==> src/sv/gcast_pkg.sv <==
`timescale 1ns / 1ps
// ----------------------------------------------------------------------------
// gcast_pkg
// shared constants, types and helpers of the grid ray caster
// ----------------------------------------------------------------------------
package gcast_pkg;

  localparam int MAP_SIZE  = 32;
  localparam int COLUMNS   = 160;
  localparam int ROWS      = 128;
  localparam int TEX_SIZE  = 16;
  localparam int MAX_STEPS = 64;

  localparam int MAP_W   = $clog2(MAP_SIZE);
  localparam int ADDR_W  = 2 * MAP_W;
  localparam int TEX_W   = $clog2(TEX_SIZE);
  localparam int STEP_W  = $clog2(MAX_STEPS + 1);
  localparam int POS_W   = 21;
  localparam int VEC_W   = 18;
  localparam int RAY_W   = 20;
  localparam int DIST_W  = 48;
  localparam int QUO_W   = 33;
  localparam int HGT_W   = 12;
  localparam int ROW_W   = 8;
  localparam int CODE_W  = 4;
  localparam int CFG_IDX_W = 3;

  localparam logic [DIST_W-1:0] DIST_INF   = {DIST_W{1'b1}};
  localparam logic [POS_W-1:0]  PERP_MAX   = {POS_W{1'b1}};
  localparam logic [HGT_W-1:0]  HEIGHT_MAX = {HGT_W{1'b1}};
  localparam logic [QUO_W-1:0]  NUM_DELTA  = QUO_W'(64'd1 << 32);
  localparam logic [QUO_W-1:0]  NUM_HEIGHT = QUO_W'(64'(ROWS) << 16);

  localparam logic OP_WRITE = 1'b0;
  localparam logic OP_CAST  = 1'b1;

  localparam logic [CFG_IDX_W-1:0] REG_POS_X   = 3'd0;
  localparam logic [CFG_IDX_W-1:0] REG_POS_Y   = 3'd1;
  localparam logic [CFG_IDX_W-1:0] REG_DIR_X   = 3'd2;
  localparam logic [CFG_IDX_W-1:0] REG_DIR_Y   = 3'd3;
  localparam logic [CFG_IDX_W-1:0] REG_PLANE_X = 3'd4;
  localparam logic [CFG_IDX_W-1:0] REG_PLANE_Y = 3'd5;

  typedef enum logic [1:0] {DIV_DX, DIV_DY, DIV_HT} div_sel_t;

  typedef struct packed {
    logic              map_clr;
    logic              map_wr;
    logic [ADDR_W-1:0] clr_addr;
    logic              cast_ld;
    logic              ray_ld;
    logic              div_start;
    div_sel_t          div_sel;
    logic              dx_ld;
    logic              dy_ld;
    logic              side_ld;
    logic              step;
    logic              code_ld;
    logic              h_ld;
    logic              tex_ld;
    logic              out_ld;
    logic              hit;
  } cmd_t;

  typedef struct packed {
    logic in_op;
    logic col_ok;
    logic div_done;
    logic oob;
    logic code_nz;
    logic out_full;
  } sts_t;

  // camera x in q.16: floor(col * 131072 / COLUMNS) - 65536, with
  // col * 4096 / 5 = 819 * col + col / 5 for the default column count
  function automatic logic signed [VEC_W-1:0] cam_of(input logic [7:0] col);
    logic [VEC_W-1:0] q;
    logic [17:0]      c5;
    c5 = (18'(col) * 18'd205) >> 10;
    q  = VEC_W'(18'(col) * 18'd819) + VEC_W'(c5);
    return $signed(q - VEC_W'(65536));
  endfunction

endpackage

==> src/sv/gcast_ctrl.sv <==
`timescale 1ns / 1ps
// ----------------------------------------------------------------------------
// gcast_ctrl
// sequencer for map clear, map writes and column casts
// ----------------------------------------------------------------------------
module gcast_ctrl (
  input  logic             clk,
  input  logic             rst_n,
  input  logic             in_tvalid,
  output logic             in_tready,
  output gcast_pkg::cmd_t  cmd,
  input  gcast_pkg::sts_t  sts
);
  import gcast_pkg::*;

  typedef enum logic [3:0] {
    S_CLR, S_IDLE, S_RAY, S_DX_GO, S_DX_RUN, S_DY_GO, S_DY_RUN, S_SIDE,
    S_STEP, S_LOOK, S_CHK, S_H_GO, S_H_RUN, S_TEX, S_FIN
  } state_t;

  state_t            state_r, state_nxt;
  logic [ADDR_W-1:0] clr_r, clr_nxt;
  logic [STEP_W-1:0] steps_r, steps_nxt;
  logic              hit_r, hit_nxt;
  logic              acc;

  assign in_tready = state_r == S_IDLE;
  assign acc       = in_tvalid && in_tready;

  always_comb begin
    state_nxt = state_r;
    clr_nxt   = clr_r;
    steps_nxt = steps_r;
    hit_nxt   = hit_r;
    cmd          = '0;
    cmd.clr_addr = clr_r;
    cmd.hit      = hit_r;
    cmd.div_sel  = DIV_HT;
    case (state_r)
      S_CLR: begin
        cmd.map_clr = 1'b1;
        clr_nxt     = clr_r + 1'b1;
        if (clr_r == {ADDR_W{1'b1}}) begin
          state_nxt = S_IDLE;
        end
      end
      S_IDLE: begin
        if (acc) begin
          if (sts.in_op == OP_WRITE) begin
            cmd.map_wr = 1'b1;
          end else if (sts.col_ok) begin
            cmd.cast_ld = 1'b1;
            state_nxt   = S_RAY;
          end
        end
      end
      S_RAY: begin
        cmd.ray_ld = 1'b1;
        state_nxt  = S_DX_GO;
      end
      S_DX_GO: begin
        cmd.div_sel   = DIV_DX;
        cmd.div_start = 1'b1;
        state_nxt     = S_DX_RUN;
      end
      S_DX_RUN: begin
        if (sts.div_done) begin
          cmd.dx_ld = 1'b1;
          state_nxt = S_DY_GO;
        end
      end
      S_DY_GO: begin
        cmd.div_sel   = DIV_DY;
        cmd.div_start = 1'b1;
        state_nxt     = S_DY_RUN;
      end
      S_DY_RUN: begin
        if (sts.div_done) begin
          cmd.dy_ld = 1'b1;
          state_nxt = S_SIDE;
        end
      end
      S_SIDE: begin
        cmd.side_ld = 1'b1;
        steps_nxt   = '0;
        state_nxt   = S_STEP;
      end
      S_STEP: begin
        cmd.step  = 1'b1;
        steps_nxt = steps_r + 1'b1;
        state_nxt = S_LOOK;
      end
      S_LOOK: begin
        // map read of the entered cell is issued here
        if (sts.oob) begin
          hit_nxt   = 1'b0;
          state_nxt = S_FIN;
        end else begin
          state_nxt = S_CHK;
        end
      end
      S_CHK: begin
        if (sts.code_nz) begin
          cmd.code_ld = 1'b1;
          hit_nxt     = 1'b1;
          state_nxt   = S_H_GO;
        end else if (steps_r == STEP_W'(MAX_STEPS)) begin
          hit_nxt   = 1'b0;
          state_nxt = S_FIN;
        end else begin
          state_nxt = S_STEP;
        end
      end
      S_H_GO: begin
        cmd.div_start = 1'b1;
        state_nxt     = S_H_RUN;
      end
      S_H_RUN: begin
        if (sts.div_done) begin
          cmd.h_ld  = 1'b1;
          state_nxt = S_TEX;
        end
      end
      S_TEX: begin
        cmd.tex_ld = 1'b1;
        state_nxt  = S_FIN;
      end
      S_FIN: begin
        if (!sts.out_full) begin
          cmd.out_ld = 1'b1;
          state_nxt  = S_IDLE;
        end
      end
      default: state_nxt = S_IDLE;
    endcase
  end

  always_ff @(posedge clk) begin
    if (!rst_n) begin
      state_r <= S_CLR;
      clr_r   <= '0;
      steps_r <= '0;
      hit_r   <= 1'b0;
    end else begin
      state_r <= state_nxt;
      clr_r   <= clr_nxt;
      steps_r <= steps_nxt;
      hit_r   <= hit_nxt;
    end
  end

endmodule

==> config.mk <==
export PLATFORM = sky130hd
export DESIGN_NAME = gcast_ctrl
export DESIGN_NICKNAME = d
export VERILOG_FILES = /design/src/sv/gcast_pkg.sv /design/src/sv/gcast_ctrl.sv
export SDC_FILE = /design/constraint.sdc
export NUM_CORES = 1
export LEC_CHECK = 0
export ABC_AREA = 1
export BUFFER_PORTS_ARGS = -buffer_cell sky130_fd_sc_hd__buf_2
export CORE_ASPECT_RATIO = 0.75
export CORE_MARGIN = 10
export CORE_UTILIZATION = 40
export DETAILED_ROUTE_END_ITERATION = 8
export PLACE_DENSITY = 0.74
export SLEW_MARGIN = 20
export SYNTH_ARGS = -nofsm -noshare
export SYNTH_HDL_FRONTEND = slang
export SYNTH_SLANG_ARGS = --single-unit
export TNS_END_PERCENT = 10
==> constraint.sdc <==
create_clock -name clk -period 1.25 [get_ports clk]
set_input_delay 0.1875 -clock clk [delete_from_list [all_inputs] [get_ports clk]]
set_output_delay 0.1875 -clock clk [all_outputs]
set_load 0.02 [all_outputs]
* Word level (Yosys, flattened, before mapping)
Index checks and enable logic that the tools add are counted.
Storage, ports and cells: output and inout bits 27, word-level logic and storage cells 78, bits of input ports 9, bits in registers 22
Cells by class: eq/ne operators 26, add/sub/neg operators 2, muxes and demuxes 39, reductions and logical operators 7
Operators with widths (number):
- one-hot mux 4 bit (15 select lines) | 1
- 2-to-1 mux 4 bit | 9
- equality test 4 bit (second input constant) | 7
- 2-to-1 mux 1 bit | 24
- equality test 4 x 3 -> 1 bit (second input constant) | 4
- one-hot mux 7 bit (2 select lines) | 1
- != test 2 bit (second input constant) | 6
- adder 10 x 1 -> 10 bit (second input constant) | 1
- equality test 10 bit (second input constant) | 1
- equality test 4 x 2 -> 1 bit (second input constant) | 2
- AND reduction 8 bit | 1
- adder 7 x 1 -> 7 bit (second input constant) | 1
- equality test 7 bit (second input constant) | 1
- 2-to-1 mux 3 bit | 2
- != test 2 x 1 -> 1 bit (second input constant) | 3
- equality test 4 x 1 -> 1 bit (second input constant) | 1
- logical NOT 4 bit | 1
- one-hot mux 2 bit (2 select lines) | 1
- nonzero test 2 bit | 2
- != test 3 bit (second input constant) | 1
- AND reduction 3 bit | 1
- OR reduction 3 bit | 1
- one-hot mux 1 bit (2 select lines) | 1
- logical AND 1 bit | 1

* Longest topological paths before layout
Gate-level depths: netlist of run 1.
depth in word-level cells 4, mapped depth 10, depth with buffers taken out 10

* Worst setup path after synthesis of run 1
Ideal clock, no wire load.
path type register to output, start register state_r[3], end output port cmd[24] in the netlist's numbering, path slack -0.277 ns, cell stages (with the launch flop) 7, buffers on the path 1, data required time 1.062 ns, arrival 1.340 ns, path through dfxtp_1 > buf_6 > nor2_4 > inv_1 > nor2_1 > nand2_1 > nor2_1
RTL lines:
- start, declared | RTL line gcast_ctrl.sv:21 | state_t state_r, state_nxt;
- start signal, assigned | RTL line gcast_ctrl.sv:145 | state_r <= state_nxt;
- end, declared | RTL line gcast_ctrl.sv:11 | output gcast_pkg::cmd_t cmd,

==> impl_metrics.yaml, run 1 <==
status:
  status: "finished, violations left"
  violations: "setup timing"
cells_and_area:
  diodes: 0
  area.sequential_sq_um: 458
  areaGrowthSynthToFinish_pct: 51.0
  finalInstanceArea_sq_um: 2160
  nFillCells: 293
  multi_input_area_sq_um: 922
  nets: 309
  stdcell_count: 335
  drive_gt1_frac: 0.444
detailed_routing:
  top_layer: "met4"
  drt_drc_violations_left: 0
  vias_per_cell: 5.07
  num_vias: 1698
  route.met2.wl_mm: 1.92
  dr.pass1.iters: 4
  drt-met1-wl_mm: 1.99
  antenna_left: 0
  wirelength_mm: 4.27
  met3WireLength_um: 341
  wl_per_cell_um: 12.7
  drt_iter0_drc: 128
floorplanning:
  fp.dieW_um: 89.0
  ios: 36
  die_h_um: 71.8
  start_util: 0.426
  coreArea_sq_um: 3360
  die_area_sq_um: 6390
  row_count: 18
global_routing:
  grt_max_degree: 13
  antenna_found_initial: 0
  overflow: 0
  grt_pass1_wl_mm: 7.18
  gr-usage-all-layers: 0.135
  first_global_vias: 1615
synthesis:
  async_reset_ff_frac: 0
  syn_nets: 234
  syn_inst: 222
  synth.yosys.seq_area_share: 0.308
  synth-edff-count: 0
  yosysWarnings: 0
  yosysUniqueCellTypes: 30
  synthesis.area_sq_um: 1430
  ys.flop_type: "dfxtp_1"
  avgSynthCellArea_sq_um: 6.44
  yosys_register_bits: 22
place:
  numPortBuffers: 35
  hpwl_mm: 3.18
  gp_congestion: 0.888
  placed_cell_area_sq_um: 1880
  pre_cts_slack_ps: -150
  placed_cells: 326
pwr:
  leakage_nw: 1.00
  power.total_w: 0.00294
  power_density_nw_per_um2: 1360
  ir_worst_vdd_mv: 1.23
timing:
  maxSlewHeadroom: 0.691
  fmax_mhz: 682
  finalHoldViolCount: 0
  rsz0062_at_grt: "yes"
  setup_viol: 24
  tns_ps: -2830
  drv_slew: 0
  finClkSkew_ps: 2.57
  fin_crit_ps: 1470
  final.setup.worst_slack_ps: -217
  worstMarginPinSlew_ps: 463
  fin_crit_sh: 1.17
critical_path:
  r2r_setup_slack_ps: -110
  r2r-start: "state_r[0]$_SDFFE_PN0P_"
  critPathKind: "flip-flop to primary output"
  ff2ff_path_depth: 7
  worst-endpoint-required_ps: 1060
  crit_path_max_fanout: 6
  cp-end-kind: "primary output"
  reg2reg_to: "clr_r[7]$_SDFFE_PN0N_"
  cp-startpoint: "state_r[0]$_SDFFE_PN0P_"
  startpoint_type: "flip-flop"
  cp.arrival_ps: 1280
  endpoint: "cmd[1]"
clock_tree:
  clk_root_buffer_cell: "clkbuf_8"
  hold_buffers: 0
  cts_sinks: 22
  cts_made_buffers: 3
  htree_levels: 1
  cts_buffer_depth: 2
  cts_tree: "done"
  clock_latency_ps: 260
  path_clk_slew_ps: 80
run:
  maxCapViolCount: 0
hold_path:
  hold_class: "input port to flip-flop"
cells in the mapped netlist (3+ instances only):
| cell | instances | area (sq um) |
|---|---|---|
| nand4_1 | 5 | 31.3 |
| a21oi_1 | 14 | 70.1 |
| nor2_1 | 30 | 113 |
| inv_2 | 5 | 18.8 |
| ha_1 | 3 | 37.5 |
| dfxtp_1 | 22 | 440 |
| nor3_1 | 10 | 50.1 |
| nor2_2 | 5 | 31.3 |
| inv_1 | 32 | 120 |
| nand3_1 | 16 | 80.1 |
| nor2_4 | 3 | 33.8 |
| o21ai_0 | 13 | 65.1 |
| nand2_1 | 41 | 154 |
power breakdown:
| part | total, W | switching [W] | internal, W |
|---|---|---|---|
| sequential | 0.000885 | 0.000100 | 0.000785 |
| combinational | 0.00162 | 0.000922 | 0.000693 |
| clock | 0.000442 | 0.000227 | 0.000215 |
cell type report:
class,count,share of cell area
clock buffers,3,0.0191
inverters,37,0.0666
multi-input cells,157,0.427
flip-flops and latches,22,0.212
well taps,40,0.0232
repair buffers,76,0.252
stage by stage:
step	hold slack [ps]	utilization
floorplan	346	-
global placement	451	0.560
detailed placement	457	0.560
CTS	320	0.625
global route	338	0.644
finish	339	0.644
timing repair:
action,4_1_cts,5_1_grt
endpoints found under the setup margin,33,34
setup buffers,6,0
resized for setup,48,20
pin swaps,6,1
how the worst min path moves through the flow:
stage                            start                       to  slack (ps)  cells past startpoint
6_report                         rst_n    clr_r[5]$_SDFFE_PN0N_         340                      4
5_1_grt                         sts[1]       hit_r$_SDFFE_PN0P_         340                      4
4_1_cts                         sts[1]       hit_r$_SDFFE_PN0P_         320                      4
3_5_place_dp   steps_r[5]$_SDFFE_PN0P_  steps_r[5]$_SDFFE_PN0P_         460                      2
3_3_place_gp   steps_r[5]$_SDFFE_PN0P_  steps_r[5]$_SDFFE_PN0P_         450                      2
2_1_floorplan                    rst_n    clr_r[2]$_SDFFE_PN0N_         350                      2
critical path: stages (launching register included):
cell     delay (ps)
dfxtp_4         380
inv_2           100
nand2_4          80
buf_4           140
nor3_1          140
buf_4           170
flip-flops by register name, indices dropped and copies added (netlist names):
register and cells:
clr_r 10, steps_r 7, state_r 4, hit_r 1
metal layers:
metal  vias to the layer above  GRT usage
li1                        868          -
met1                       771      0.175
met2                        57      0.219
met3                         2     0.0384
met4                         0     0.0264
met5                         -          0
logic make-up after synthesis:
kind of cell    share of synthesized area
flops                               0.308
buf+inv                             0.129
fa+ha+maj                          0.0262
simple gates                        0.392
compound gates                      0.139
xor+xnor                          0.00613
cell usage in the layout, fill, tap and decap left out, types with 2 or more instances in the layout:
cell type / n
a21oi_1: 11
a21oi_2: 3
dfxtp_1: 16
inv_1: 27
nand2_4: 3
o21ai_0: 12
ha_1: 2
nor2_1: 21
inv_4: 2
buf_6: 7
nor3_1: 4
inv_2: 8
nor3_2: 6
nand2_2: 3
o211ai_1: 2
buf_4: 48
nor2_2: 8
clkbuf_8: 3
nand4_1: 5
dfxtp_4: 4
nor2_4: 9
dfxtp_2: 2
o31ai_1: 2
nand3_2: 2
nand2_1: 37
o21ai_1: 2
nand3_1: 16
buf_2: 21
(Power assumes the default switching activity.)
==> run 2: changes to the inputs <==
ABC_AREA = default   (was 1)
PLACE_DENSITY = 0.75   (was 0.74)
==> impl_metrics.yaml, run 2 <==
status:
  status: "finished, violations left"
  violations: "setup timing"
cells_and_area:
  final_common_cell: "buf_4"
  largestRegisters: "clr_r x10, steps_r x7, state_r x4"
  drive_gt1_frac: 0.462
  largest_register_ffs: 10
  stdcell_count: 276
  areaGrowthSynthToFinish_pct: 51.2
  final_cell_mix: "buf_4 (44), nor2_1 (20), buf_2 (20)"
  nets: 249
  diodes: 0
  top_register: "clr_r"
timing:
  maxSlewHeadroom: 0.751
  finClkSkew_ps: 6.05
  fin_crit_sh: 1.43
  drv_slew: 0
  fin_crit_ps: 1790
  fmax_mhz: 559
  finalHoldViolCount: 0
  worstMarginPinSlew_ps: 368
  final.setup.worst_slack_ps: -539
  rsz0062_at_grt: "yes"
  setup_viol: 38
global_routing:
  gr-usage-all-layers: 0.118
  grt_pass1_wl_mm: 6.15
  first_global_vias: 1318
  grt_max_degree: 23
  overflow: 0
  antenna_found_initial: 0
synthesis:
  synth-edff-count: 0
  synth_top_area_share: 0.323
  synth.yosys.seq_area_share: 0.323
  async_reset_ff_frac: 0
  syn_inst: 171
  synth_common_cells: "nor2_1 (24), dfxtp_1 (22), nand2_1 (14), a21oi_1 (11), inv_1 (9)"
  ys.flop_type: "dfxtp_1"
  avgSynthCellArea_sq_um: 7.98
  yosys_register_bits: 22
  yosysMostFrequentCell: "nor2_1"
  yosysTopAreaCell: "dfxtp_1"
  yosysUniqueCellTypes: 50
  syn_nets: 183
  synth_area_leaders: "dfxtp_1 (32%), nor2_1 (6.6%), a21oi_1 (4.0%)"
  synthesis.area_sq_um: 1360
  yosysWarnings: 0
critical_path:
  path_delay_family: "simple AND/OR/NAND/NOR gates"
  worst-path-buf-inv: 2
  crit_path_top_delay_cell: "or4b_4"
  worst-endpoint-required_ps: 1060
  cp.arrival_ps: 1600
  crit_path_max_fanout: 4
  slowest_delay_ps: 540
  startpoint_type: "flip-flop"
  critPathKind: "flip-flop to primary output"
  cp-end-kind: "primary output"
  crit_chain: "or4b_4 -> buf_6 -> nor3b_2 -> buf_4"
clock_tree:
  clock_latency_ps: 270
  cts_tree: "done"
  htree_levels: 1
  cts_buffer_depth: 2
  clk_root_buffer_cell: "clkbuf_8"
  cts_sinks: 22
  path_clk_slew_ps: 90
  cts_made_buffers: 3
run:
  maxCapViolCount: 0
place:
  pre_cts_slack_ps: -389
  placed_cells: 270
  numPortBuffers: 35
  gp_congestion: 0.821
  hpwl_mm: 2.74
floorplanning:
  die_area_sq_um: 6170
  fp.dieW_um: 87.4
  coreArea_sq_um: 3290
  ios: 36
  start_util: 0.415
  row_count: 18
  die_h_um: 70.6
detailed_routing:
  dr.pass1.iters: 4
  vias_per_cell: 5.19
  num_vias: 1433
  drt_iter0_drc: 49
  wirelength_mm: 3.91
  wl_per_cell_um: 14.2
  drt_drc_violations_left: 0
  antenna_left: 0
hold_path:
  hold_class: "input port to flip-flop"
pwr:
  ir_worst_vdd_mv: 0.811
  leakage_nw: 0.886
  power_density_nw_per_um2: 1060
## run 2: cell types whose count changed in the layout (fill, tap and decap cells not counted), sizes merged, moves of 5 or more
| cell | change |
|---|---|
| nand2 | -29 |
| nand3 | -13 |
| xnor2 | +5 |
| nor2 | -14 |
| o21ai | -10 |
| inv | -29 |
## run 2: stage by stage
step           power, W  TNS (ps)  hold WS (ps)  utilization  cell area [sq um]
2_1_floorplan   0.00120     -9410           330            -               1380
3_3_place_gp    0.00141     -8260           457        0.552               1820
3_5_place_dp    0.00143     -9340           459        0.552               1820
4_1_cts         0.00218    -12650           151        0.608               2000
5_1_grt         0.00231    -14920           185        0.627               2060
6_report        0.00219    -12800           164        0.627               2060
## run 2: kinds of logic (layout without fill, tap and decap cells)
| kind of cell | Yosys count | after routing | synth area share |
|---|---|---|---|
| buffers and inverters | 22 | 87 | 0.0789 |
| adder cells (fa/ha/maj) | 3 | 3 | 0.0275 |
| multiplexers | 3 | 3 | 0.0239 |
| AND/OR/NAND/NOR | 83 | 83 | 0.352 |
| AO/OA/AOI/OAI | 29 | 29 | 0.137 |
| flip-flops | 22 | 22 | 0.323 |
| XOR/XNOR | 9 | 9 | 0.0578 |
## run 2: worst paths after layout
| path | start | to | slack [ps] | cells past startpoint |
|---|---|---|---|---|
| setup / recovery | state_r[3]$_SDFFE_PN0P_ | cmd[24] | -540 | 4 |
| hold / removal | rst_n | state_r[0]$_SDFFE_PN0P_ | 160 | 3 |
| setup reg to reg | state_r[3]$_SDFFE_PN0P_ | steps_r[6]$_SDFFE_PN0P_ | -410 | 6 |
| hold reg to reg | hit_r$_SDFFE_PN0P_ | hit_r$_SDFFE_PN0P_ | 490 | 2 |
## run 2: report_power, final
part	internal [W]	switching (W)	total, W
sequential	0.000747	0.0000508	0.000798
clock	0.000428	0.000255	0.000683
combinational	0.000332	0.000380	0.000712
## run 2: cell type report
type	count	area (sq um)
fillers	295	1230
multi-input cells	127	906
repair buffers	73	541
flip-flops and latches	22	448
well taps	40	50.0
inverters	10	46.3
clock buffers	3	41.3
clock inverters	1	30.0
## run 2: repair_timing
action / in CTS / in global routing
setup endpoints to repair: 38 / 38
gates resized for setup: 33 / 16
hold buffers: 0 / 0
setup buffers: 2 / 0
pin swaps: 13 / 1
hold endpoints to repair: 0 / 0
## run 2: routing by layer
metal / part of all wire / vias up / global-route usage / wire length, um
met3: 0.067 / 4 / 0.0435 / 261
met2: 0.50 / 31 / 0.200 / 1950
met1: 0.42 / 671 / 0.140 / 1660
met4: 0.0095 / 0 / 0.0212 / 37
met5: 0 / - / 0 / 0
li1: - / 727 / - / -
## run 2: worst reg2reg max path, delay by kind of cell (launching register included)
| family | cells | cell delay, ps |
|---|---|---|
| flops | 1 | 370 |
| simple gates | 3 | 690 |
| mux | 1 | 320 |
| buf+inv | 2 | 220 |
==> run 3: changes to the inputs <==
SKIP_LAST_GASP = 1   (was default)
==> impl_metrics.yaml, run 3 (same netlist as run 2, synthesis figures left out) <==
status:
  status: "finished, violations left"
  violations: "setup timing"
floorplanning:
  start_util: 0.415
  fp.dieW_um: 87.4
  coreArea_sq_um: 3290
  die_area_sq_um: 6170
  ios: 36
  row_count: 18
  die_h_um: 70.6
detailed_routing:
  wl_per_cell_um: 13.3
  drt_drc_violations_left: 0
  num_vias: 1412
  wirelength_mm: 3.71
  vias_per_cell: 5.06
  drt_iter0_drc: 62
  antenna_left: 0
  dr.pass1.iters: 4
clock_tree:
  htree_levels: 1
  clk_root_buffer_cell: "clkbuf_8"
  path_clk_slew_ps: 90
  clock_latency_ps: 270
  cts_buffer_depth: 2
  cts_tree: "done"
  hold_buffers: 0
  cts_sinks: 22
  cts_made_buffers: 3
timing:
  rsz0062_at_grt: "yes"
  finClkSkew_ps: 7.91
  worstMarginPinSlew_ps: 360
  maxSlewHeadroom: 0.757
  fmax_mhz: 556
  drv_slew: 0
  final.setup.worst_slack_ps: -549
  fin_crit_sh: 1.44
  setup_viol: 38
  tns_ps: -13560
  fin_crit_ps: 1800
  finalHoldViolCount: 0
critical_path:
  r2r_setup_slack_ps: -410
  cp-end-kind: "primary output"
  reg2reg_to: "state_r[0]$_SDFFE_PN0P_"
  startpoint_type: "flip-flop"
  ff2ff_path_depth: 5
  worst-endpoint-required_ps: 1060
  critPathKind: "flip-flop to primary output"
  crit_path_max_fanout: 4
  cp.arrival_ps: 1610
  r2r-start: "state_r[3]$_SDFFE_PN0P_"
place:
  hpwl_mm: 2.74
  pre_cts_slack_ps: -389
  numPortBuffers: 35
  gp_congestion: 0.821
  placed_cell_area_sq_um: 1820
global_routing:
  first_global_vias: 1306
  antenna_found_initial: 0
  grt_pass1_wl_mm: 5.92
  gr-usage-all-layers: 0.113
  grt_max_degree: 23
  overflow: 0
hold_path:
  holdPathStages: 3
  hold_class: "input port to flip-flop"
  whs_endpoint: "state_r[0]$_SDFFE_PN0P_"
  hold_path.startpoint: "rst_n"
cells_and_area:
  areaGrowthSynthToFinish_pct: 44.7
  nets: 252
  top_register: "clr_r"
  finalInstanceArea_sq_um: 1970
  final_cell_mix: "buf_4 (42), buf_2 (29), nor2_1 (23)"
  fin_util: 0.600
  diodes: 0
  final_common_cell: "buf_4"
  largestRegisters: "clr_r x10, steps_r x7, state_r x4"
  drive_gt1_frac: 0.397
  largest_register_ffs: 10
pwr:
  ir_worst_vdd_mv: 0.798
  leakage_nw: 0.875
  power_density_nw_per_um2: 1080
run:
  maxCapViolCount: 0
-- run 3: cell count changes in the layout (fill, tap and decap cells not counted), sizes merged --
cell / before / now
buf: 73 / 76
-- run 3: per-stage QoR --
stage                     hold WS [ps]  cells  power (W)
after detailed placement           459    270    0.00143
after floorplan                    330    171    0.00120
after global placement             457    270    0.00141
final                              170    279    0.00213
after CTS                          151    276    0.00217
after global routing               184    279    0.00226
-- run 3: critical path, stage by stage (launching register included) --
cell and delay (ps):
dfxtp_4 360, or4b_4 550, buf_6 140, nor3b_2 140, buf_4 160
-- run 3: worst max-delay path by stage --
stage	startpoint	slack, ps	cells after the start	to
global placement	state_r[3]$_SDFFE_PN0P_	-350	4	clr_r[9]$_SDFFE_PN0N_
CTS	state_r[3]$_SDFFE_PN0P_	-550	4	cmd[24]
floorplan	state_r[2]$_SDFFE_PN0P_	-390	7	clr_r[4]$_SDFFE_PN0N_
detailed placement	state_r[3]$_SDFFE_PN0P_	-390	4	clr_r[9]$_SDFFE_PN0N_
finish	state_r[3]$_SDFFE_PN0P_	-550	4	cmd[24]
global route	state_r[3]$_SDFFE_PN0P_	-590	4	cmd[24]
-- run 3: cell type report --
cell class	instances	area (sq um)
fillers	306	1320
repair buffers	76	526
flip-flops and latches	22	448
clock inverters	1	30.0
well taps	40	50.0
inverters	10	46.3
multi-input cells	127	832
clock buffers	3	41.3
-- run 3: report_power, final --
part	switching [W]	total (W)	internal [W]
logic	0.000349	0.000655	0.000306
clock network	0.000246	0.000674	0.000428
registers	0.0000529	0.000800	0.000747
total	0.000647	0.00213	0.00148
-- run 3: metal layers --
layer	global-route usage	up-vias	share of wire
li1	-	738	-
met1	0.134	634	0.43
met2	0.193	38	0.49
met3	0.0412	2	0.076
met4	0.0212	0	0.0030
met5	0	-	0
-- run 3: what timing repair did --
item	4_1_cts	5_1_grt
gates cloned	0	0
setup buffers	2	3
gates resized for setup	10	8
endpoints found under the setup margin	38	38
pin swaps	0	2
